==> src/sv/rtc_calendar_to_epoch_ms_top_macros.svh <==
// Assertion helpers for the calendar-to-epoch block.
// Both expect clk and rst_n in scope; checks are off while in reset.
`ifndef RTC_CALENDAR_TO_EPOCH_MS_TOP_MACROS_SVH
`define RTC_CALENDAR_TO_EPOCH_MS_TOP_MACROS_SVH

// same-cycle implication
`define RTC_C2E_ASSERT_IMP(lbl, ante, cons) \
  lbl: assert property (@(posedge clk) disable iff (!rst_n) (ante) |-> (cons)) \
    else $error("rtc_c2e: same-cycle check failed");

// next-cycle implication
`define RTC_C2E_ASSERT_NXT(lbl, ante, cons) \
  lbl: assert property (@(posedge clk) disable iff (!rst_n) (ante) |=> (cons)) \
    else $error("rtc_c2e: next-cycle check failed");

`endif

==> src/sv/rtc_c2e_pkg.sv <==
package rtc_c2e_pkg;

  typedef logic [6:0]  yr_t;
  typedef logic [3:0]  mon_t;
  typedef logic [4:0]  dom_t;
  typedef logic [4:0]  hr_t;
  typedef logic [5:0]  mnt_t;
  typedef logic [5:0]  sec_t;
  typedef logic [14:0] sub_t;
  typedef logic [41:0] ms_t;

  localparam int DAYS_W = 16;   // days since 1970, below 58k for any 7-bit year
  localparam int TOD_W  = 17;   // seconds of day, over-range fields included
  localparam int SEC_W  = 34;   // whole seconds since 1970
  localparam int MSW_W  = 44;   // whole milliseconds before saturation
  localparam int DVS_W  = 16;   // prescaler + 1
  localparam int NUM_W  = 25;   // (P - S) * 1000
  localparam int REM_W  = 26;
  localparam int QUO_W  = 10;   // fraction is always below 1000
  localparam int DIV_BITS   = 2;  // quotient bits resolved per stage
  localparam int DIV_STAGES = QUO_W / DIV_BITS;

  localparam logic [DAYS_W-1:0] DAYS_TO_2000  = 16'd10957;
  localparam logic [8:0]        DAYS_PER_YEAR = 9'd365;
  localparam logic [6:0]        CENTURY_YR    = 7'd100;  // 2100, not a leap year
  localparam logic [3:0]        FEB           = 4'd2;
  localparam logic [16:0]       SEC_PER_DAY   = 17'd86400;
  localparam logic [11:0]       SEC_PER_HOUR  = 12'd3600;
  localparam logic [5:0]        SEC_PER_MIN   = 6'd60;
  localparam logic [9:0]        MS_PER_SEC    = 10'd1000;
  localparam logic [14:0]       PRESC_RESET   = 15'd255;
  localparam ms_t               MS_MAX        = '1;

  // days before the first of the month, non-leap; 0 and 1 add nothing,
  // above 12 adds the whole year
  function automatic logic [8:0] month_cum(input mon_t mon);
    logic [8:0] d;
    case (mon)
      4'd0, 4'd1: d = 9'd0;
      4'd2:       d = 9'd31;
      4'd3:       d = 9'd59;
      4'd4:       d = 9'd90;
      4'd5:       d = 9'd120;
      4'd6:       d = 9'd151;
      4'd7:       d = 9'd181;
      4'd8:       d = 9'd212;
      4'd9:       d = 9'd243;
      4'd10:      d = 9'd273;
      4'd11:      d = 9'd304;
      4'd12:      d = 9'd334;
      default:    d = 9'd365;
    endcase
    return d;
  endfunction

  // leap test for 2001..2127
  function automatic logic leap_yr(input yr_t yr);
    return (yr[1:0] == 2'b00) && (yr != CENTURY_YR);
  endfunction

  // leap years in [2000, 2000 + yr)
  function automatic logic [5:0] leaps_before(input yr_t yr);
    logic [7:0] n;
    n = ({1'b0, yr} + 8'd3) >> 2;
    return 6'(n - {7'd0, (yr > CENTURY_YR)});
  endfunction

endpackage

==> src/sv/rtc_calendar_to_epoch_ms_top.sv <==
// Calendar reading to Unix epoch milliseconds. A request is taken on any
// rising edge with start high; busy is always low, so a new reading may be
// issued every cycle. Each result is presented for one cycle on out_valid;
// the receiver cannot hold it off and must capture it then. The block is an
// eight-register pipeline: day count, two multipliers, a carry-add, the
// x1000 multiply, the five-stage two-bit-per-stage fraction divider, and
// the final add with saturation. Results leave in request order. A year
// field of zero flags an unset clock and returns zero. The prescaler
// register is written through cfg_valid/cfg_ready (always ready) and should
// only change while no request is in flight.
`include "rtc_calendar_to_epoch_ms_top_macros.svh"

module rtc_calendar_to_epoch_ms_top (
  input  logic                clk,
  input  logic                rst_n,
  // request channel
  input  logic                start,
  output logic                busy,
  input  rtc_c2e_pkg::yr_t    in_year_after_2000,
  input  rtc_c2e_pkg::mon_t   in_month,
  input  rtc_c2e_pkg::dom_t   in_day_of_month,
  input  rtc_c2e_pkg::hr_t    in_hours,
  input  rtc_c2e_pkg::mnt_t   in_minutes,
  input  rtc_c2e_pkg::sec_t   in_seconds,
  input  rtc_c2e_pkg::sub_t   in_subsecond_count,
  // prescaler write
  input  logic                cfg_valid,
  output logic                cfg_ready,
  input  rtc_c2e_pkg::sub_t   cfg_subsecond_prescaler,
  // result channel
  output logic                out_valid,
  output rtc_c2e_pkg::ms_t    out_epoch_ms,
  output logic                out_clock_unset
);
  import rtc_c2e_pkg::*;

  localparam int NSTG = 8;

  logic                   accept;
  logic [NSTG-1:0]        vld_r, vld_nxt;
  logic [NSTG-1:0]        unset_r, unset_nxt;
  sub_t                   presc_r, presc_nxt;

  // stage 1: day count, time of day, fraction operands
  logic [DAYS_W-1:0]      days_r, days_nxt;
  logic [TOD_W-1:0]       tod1_r, tod1_nxt;
  sub_t                   diff_r, diff_nxt;
  logic [DVS_W-1:0]       dvs1_r, dvs1_nxt;
  // stage 2: products
  logic [32:0]            dsec_r, dsec_nxt;
  logic [TOD_W-1:0]       tod2_r, tod2_nxt;
  logic [NUM_W-1:0]       num_r, num_nxt;
  logic [DVS_W-1:0]       dvs2_r, dvs2_nxt;
  // stage 3..7: whole-ms path
  logic [SEC_W-1:0]       secs_r, secs_nxt;
  logic [MSW_W-1:0]       msw4_r, msw4_nxt;
  logic [MSW_W-1:0]       msw5_r, msw6_r, msw7_r;
  // stage 3..7: divider
  logic [REM_W-1:0]       rem_r [DIV_STAGES];
  logic [REM_W-1:0]       rem_nxt [DIV_STAGES];
  logic [QUO_W-1:0]       quo_r [DIV_STAGES];
  logic [QUO_W-1:0]       quo_nxt [DIV_STAGES];
  logic [DVS_W-1:0]       dvs_r [DIV_STAGES];
  // stage 8: output
  ms_t                    epoch_r, epoch_nxt;

  // no back-pressure anywhere in the pipe
  assign busy      = 1'b0;
  assign cfg_ready = 1'b1;
  assign accept    = start && !busy;

  assign vld_nxt   = {vld_r[NSTG-2:0], accept};
  assign unset_nxt = {unset_r[NSTG-2:0], (in_year_after_2000 == '0)};

  always_comb begin
    presc_nxt = presc_r;
    if (cfg_valid && cfg_ready) begin
      presc_nxt = cfg_subsecond_prescaler;
    end
  end

  // ---- stage 1 ----
  always_comb begin
    logic [DAYS_W-1:0] ydays;
    logic [9:0]        mdays;
    sub_t              subc;
    ydays = DAYS_TO_2000 + 16'(in_year_after_2000) * 16'(DAYS_PER_YEAR)
            + 16'(leaps_before(in_year_after_2000));
    mdays = {1'b0, month_cum(in_month)}
            + 10'(leap_yr(in_year_after_2000) && (in_month > FEB));
    // day zero steps back into the previous month
    days_nxt = ydays + 16'(mdays) + 16'(in_day_of_month) - 16'd1;
    tod1_nxt = 17'(in_hours) * 17'(SEC_PER_HOUR) + 17'(in_minutes) * 17'(SEC_PER_MIN)
               + 17'(in_seconds);
    subc     = (in_subsecond_count > presc_r) ? presc_r : in_subsecond_count;
    diff_nxt = presc_r - subc;
    dvs1_nxt = {1'b0, presc_r} + 16'd1;
  end

  // ---- stage 2 ----
  assign dsec_nxt = 33'(days_r) * 33'(SEC_PER_DAY);
  assign tod2_nxt = tod1_r;
  assign num_nxt  = 25'(diff_r) * 25'(MS_PER_SEC);
  assign dvs2_nxt = dvs1_r;

  // ---- stage 3 / 4 ----
  assign secs_nxt = 34'(dsec_r) + 34'(tod2_r);
  assign msw4_nxt = 44'(secs_r) * 44'(MS_PER_SEC);

  // ---- divider: restoring, DIV_BITS quotient bits per stage ----
  always_comb begin
    logic [REM_W-1:0] rem;
    logic [QUO_W-1:0] quo;
    logic [DVS_W-1:0] dvs;
    logic [REM_W-1:0] trial;
    for (int k = 0; k < DIV_STAGES; k++) begin
      if (k == 0) begin
        rem = REM_W'(num_r);
        quo = '0;
        dvs = dvs2_r;
      end else begin
        rem = rem_r[k-1];
        quo = quo_r[k-1];
        dvs = dvs_r[k-1];
      end
      for (int j = 0; j < DIV_BITS; j++) begin
        trial = REM_W'(dvs) << (QUO_W - 1 - k * DIV_BITS - j);
        if (rem >= trial) begin
          rem = rem - trial;
          quo[QUO_W - 1 - k * DIV_BITS - j] = 1'b1;
        end
      end
      rem_nxt[k] = rem;
      quo_nxt[k] = quo;
    end
  end

  // ---- stage 8: add fraction, saturate; zero for an unset clock ----
  always_comb begin
    logic [MSW_W:0] sum;
    sum = {1'b0, msw7_r} + (MSW_W + 1)'(quo_r[DIV_STAGES-1]);
    if (unset_r[NSTG-2]) begin
      epoch_nxt = '0;
    end else if (sum > (MSW_W + 1)'(MS_MAX)) begin
      epoch_nxt = MS_MAX;
    end else begin
      epoch_nxt = sum[41:0];
    end
  end

  always_ff @(posedge clk) begin
    if (!rst_n) begin
      vld_r   <= '0;
      presc_r <= PRESC_RESET;
    end else begin
      vld_r   <= vld_nxt;
      presc_r <= presc_nxt;
    end
  end

  always_ff @(posedge clk) begin
    unset_r <= unset_nxt;
    days_r  <= days_nxt;
    tod1_r  <= tod1_nxt;
    diff_r  <= diff_nxt;
    dvs1_r  <= dvs1_nxt;
    dsec_r  <= dsec_nxt;
    tod2_r  <= tod2_nxt;
    num_r   <= num_nxt;
    dvs2_r  <= dvs2_nxt;
    secs_r  <= secs_nxt;
    msw4_r  <= msw4_nxt;
    msw5_r  <= msw4_r;
    msw6_r  <= msw5_r;
    msw7_r  <= msw6_r;
    for (int k = 0; k < DIV_STAGES; k++) begin
      rem_r[k] <= rem_nxt[k];
      quo_r[k] <= quo_nxt[k];
      dvs_r[k] <= (k == 0) ? dvs2_r : dvs_r[k-1];
    end
    epoch_r <= epoch_nxt;
  end

  assign out_valid       = vld_r[NSTG-1];
  assign out_epoch_ms    = epoch_r;
  assign out_clock_unset = unset_r[NSTG-1];

  // ---- checks ----
  `RTC_C2E_ASSERT_NXT(a_req_enters, start && !busy, vld_r[0])
  `RTC_C2E_ASSERT_NXT(a_strobe_follows, vld_r[NSTG-2], out_valid)
  `RTC_C2E_ASSERT_IMP(a_unset_zero, out_valid && out_clock_unset, out_epoch_ms == '0)
  `RTC_C2E_ASSERT_IMP(a_frac_range, vld_r[NSTG-2], quo_r[DIV_STAGES-1] < MS_PER_SEC)
  `RTC_C2E_ASSERT_IMP(a_rem_range, vld_r[NSTG-2], rem_r[DIV_STAGES-1] < REM_W'(dvs_r[DIV_STAGES-1]))

endmodule

==> config.mk <==
export PLATFORM = sky130hd
export DESIGN_NAME = rtc_calendar_to_epoch_ms_top
export DESIGN_NICKNAME = d
export VERILOG_FILES = /design/src/sv/rtc_c2e_pkg.sv /design/src/sv/rtc_calendar_to_epoch_ms_top.sv
export VERILOG_INCLUDE_DIRS = /design/src /design/src/sv
export SDC_FILE = /design/constraint.sdc
export NUM_CORES = 2
export LEC_CHECK = 0
export BUFFER_PORTS_ARGS = -buffer_cell sky130_fd_sc_hd__buf_4
export CAP_MARGIN = 30
export CORE_UTILIZATION = 40
export CTS_CLUSTER_SIZE = 30
export DETAILED_ROUTE_END_ITERATION = 10
export PLACE_DENSITY = 0.61
export SLEW_MARGIN = 20
export SYNTH_ARGS = -nofsm -noshare
export SYNTH_HDL_FRONTEND = slang
export SYNTH_SLANG_ARGS = --single-unit
==> constraint.sdc <==
create_clock -name clk -period 7.7 [get_ports clk]
set_input_delay 1.54 -clock clk [delete_from_list [all_inputs] [get_ports clk]]
set_output_delay 1.54 -clock clk [all_outputs]
set_load 0.01 [all_outputs]
==> metrics.csv <==
metric,value,unit
grt met2 use,0.249,
"Distinct cells, synth",82,
critical path data required time,8.25,ns
Final #Nets,5027,
vias,26264,
result of the run,"complete, no violations",
post-layout min period,6.96,ns
area of the multi-input gates,0.0251,mm2
"Arr. time, crit path",7.51,ns
Cells on Worst Hold Path,0,
setup violators final,0,
drt pass-1 iters,5,
largest net degree at the start of global routing,44,
"EDFF count, synth",0,
sequential-to-total area share from yosys stat,0.309,
TNS Setup,0,ns
Mapped Avg Cell Area,9.81,um2
Crit path buffers/inverters,6,
Die Wd,314,um
core area,0.0967,mm2
Fillers,9261,
antenna fix cells,0,
proportion of layout cells with a drive suffix above 1,0.0764,
CTS tree,yes,
syn_nets,4877,
I/O pin cnt,113,
die height,314,um
post-DP HPWL,61500,um
drt drc,0,
Max Cap Violations,0,
slew margin rel.,0.421,
synth-to-layout area growth,12.7,%
Worst path top cell family by delay,adder cells,
Peak Freq,144,MHz
Max Root-Sink Buffers,3,
final slew viol count,0,
hold_buf cts,0,
via/cell ratio,4.81,
fin crit share,0.904,
H-tree lvl count,3,
post-CTS sizing,0,
Worst path max stage delay,0.54,ns
worst-margin pin slew,0.867,ns
"Clk Latency, worst-skew pair",0.65,ns
synthesized flop and latch total,603,
vias in the first global route,26272,
final hold violation count,0,
R2R cell count,21,
Clock transition at path regs,0.06,ns
GPL Wtd Cong,0.870,
Starting Density,0.404,
initial antenna violation count,1,
Yosys warning count,0,
RSZ-0062 raised after global routing,false,
clock root buffer,clkbuf_16,
cts bufs inserted,70,
"Most Used Layer, Global Route",met2,
clock skew,0.0539,ns
CP max stage cell,fa_1,
Critical Path End Type,register,
die area,0.0989,mm2
Antenna Violating Nets Remaining,0,
FF+latch area,0.0121,mm2
first-pass GRT wire length,127000,um
Rows,114,
WL/cell,13.7,um
grt met1 use,0.217,
Congestion Overflow GR,0,
Critical Path Start Type,primary input,
Setup CP Type,in -> reg,
Mapped Area,0.0390,mm2
Mapped Cells,3980,
clk sink count,603,
WP depth,29,
DRT iter0 DRCs,1095,
post-CTS setup repair buffer count,0,
ys async rst share,0,
GRT Total Usage,0.155,
hold crit path type,reg -> reg,
PortBufs,110,
top_reg_cell synth,dfxtp_1,
met3 Use GR,0.0215,
WL final,75000,um
Crit Path Max Fanout,5,
==> final timing paths <==
kind | startpoint | to | slack (ns)
hold reg to reg | msw6_r[25] | msw7_r[25] | 0.30
setup reg to reg | dvs_r[0][33] | rem_r[0][89] | 1.38
setup / recovery | in_year_after_2000[3] | days_r[14] | 0.74
hold / removal | msw6_r[25] | msw7_r[25] | 0.30
==> cell usage after synthesis (4+ instances only) <==
master	number	share of area
a31o_2	5	0.0011
a31oi_1	21	0.0034
o31a_1	7	0.0016
and3_1	33	0.0053
and4_1	5	0.0011
nor4_1	17	0.0027
o21a_1	40	0.0077
ha_1	559	0.18
a211oi_1	22	0.0042
o311a_1	4	0.0010
a21o_1	97	0.019
o21bai_1	40	0.0077
xor2_1	107	0.024
mux2i_1	21	0.0054
nor3_1	63	0.0081
or3_1	14	0.0022
nand2b_1	36	0.0058
mux2_2	40	0.012
clkbuf_1	44	0.0042
nor2b_1	46	0.0074
fa_1	271	0.14
nand3_1	58	0.0074
o21ai_0	166	0.021
nor3b_1	6	0.0012
o211ai_1	21	0.0040
nand2_1	229	0.022
nor4b_1	4	0.00090
a21boi_0	13	0.0025
a21oi_1	282	0.036
o31ai_1	15	0.0029
dfxtp_1	603	0.31
inv_1	454	0.044
o2111ai_1	6	0.0013
o41ai_1	11	0.0025
and2_1	18	0.0029
a311oi_1	4	0.00090
xnor2_1	223	0.050
or2_2	11	0.0018
a2111oi_0	8	0.0018
a211o_1	4	0.00090
nand4_1	50	0.0080
nor2_1	239	0.023
==> per-stage QoR <==
| step | setup slack, ns | hold slack, ns | utilization | cell area [um2] | instances |
|---|---|---|---|---|---|
| after floorplan | 0.578 | 0.310 | - | 39100 | 3980 |
| after global placement | 0.115 | 0.310 | 0.428 | 41400 | 5334 |
| after detailed placement | 0.0621 | 0.312 | 0.428 | 41400 | 5334 |
| after CTS | 0.749 | 0.304 | 0.455 | 44000 | 5464 |
| after global routing | 0.361 | 0.316 | 0.455 | 44000 | 5464 |
| final | 0.741 | 0.304 | 0.455 | 44000 | 5464 |
==> logic make-up after synthesis <==
kind of cell / synth area share
multiplexers: 0.0175
XOR/XNOR: 0.0740
AO/OA/AOI/OAI: 0.128
buffers and inverters: 0.0491
flip-flops: 0.309
other: 0.000192
adder cells (fa/ha/maj): 0.318
AND/OR/NAND/NOR: 0.105
==> state kept, by name (all words and copies together) (netlist names), 34 cells and up <==
register	flops
dvs_r	64
msw4_r	41
msw5_r	41
msw6_r	41
msw7_r	41
out_epoch_ms	42
rem_r	93
secs_r	34
==> area by class of cell <==
cell class | instances | area share
Timing Repair Buffer | 128 | 0.0218
Inverter | 456 | 0.0389
Multi-Input combinational cell | 2871 | 0.570
Clock buffer | 86 | 0.0430
Clock inverter | 44 | 0.0155
Sequential cell | 603 | 0.274
Tap cell | 1276 | 0.0363
==> layer usage <==
metal  vias to the layer above  part of all wire
met5                         -                 0
li1                      13880                 -
met4                         0             0.019
met1                     11980              0.52
met2                       303              0.44
met3                       101             0.029
==> layout by cell type (no fill, tap or decap), types with 22 or more instances in the layout <==
master | synthesis | layout
ha_1 | 559 | 559
and3_1 | 33 | 33
inv_1 | 454 | 454
nor2b_1 | 46 | 46
xor2_1 | 107 | 107
clkbuf_16 | 0 | 70
mux2_2 | 40 | 40
nand2_1 | 229 | 229
a21o_1 | 97 | 97
buf_4 | 2 | 128
nand4_1 | 50 | 50
nand3_1 | 58 | 58
a21oi_1 | 282 | 282
a211oi_1 | 22 | 22
o21bai_1 | 40 | 40
o21ai_0 | 166 | 166
dfxtp_1 | 603 | 603
o21a_1 | 40 | 40
nand2b_1 | 36 | 36
xnor2_1 | 223 | 223
nor2_1 | 239 | 239
nor3_1 | 63 | 63
fa_1 | 271 | 271
Power is not shown: default switching activity piles up to over one toggle a cycle in this logic, so the estimate is an artifact.
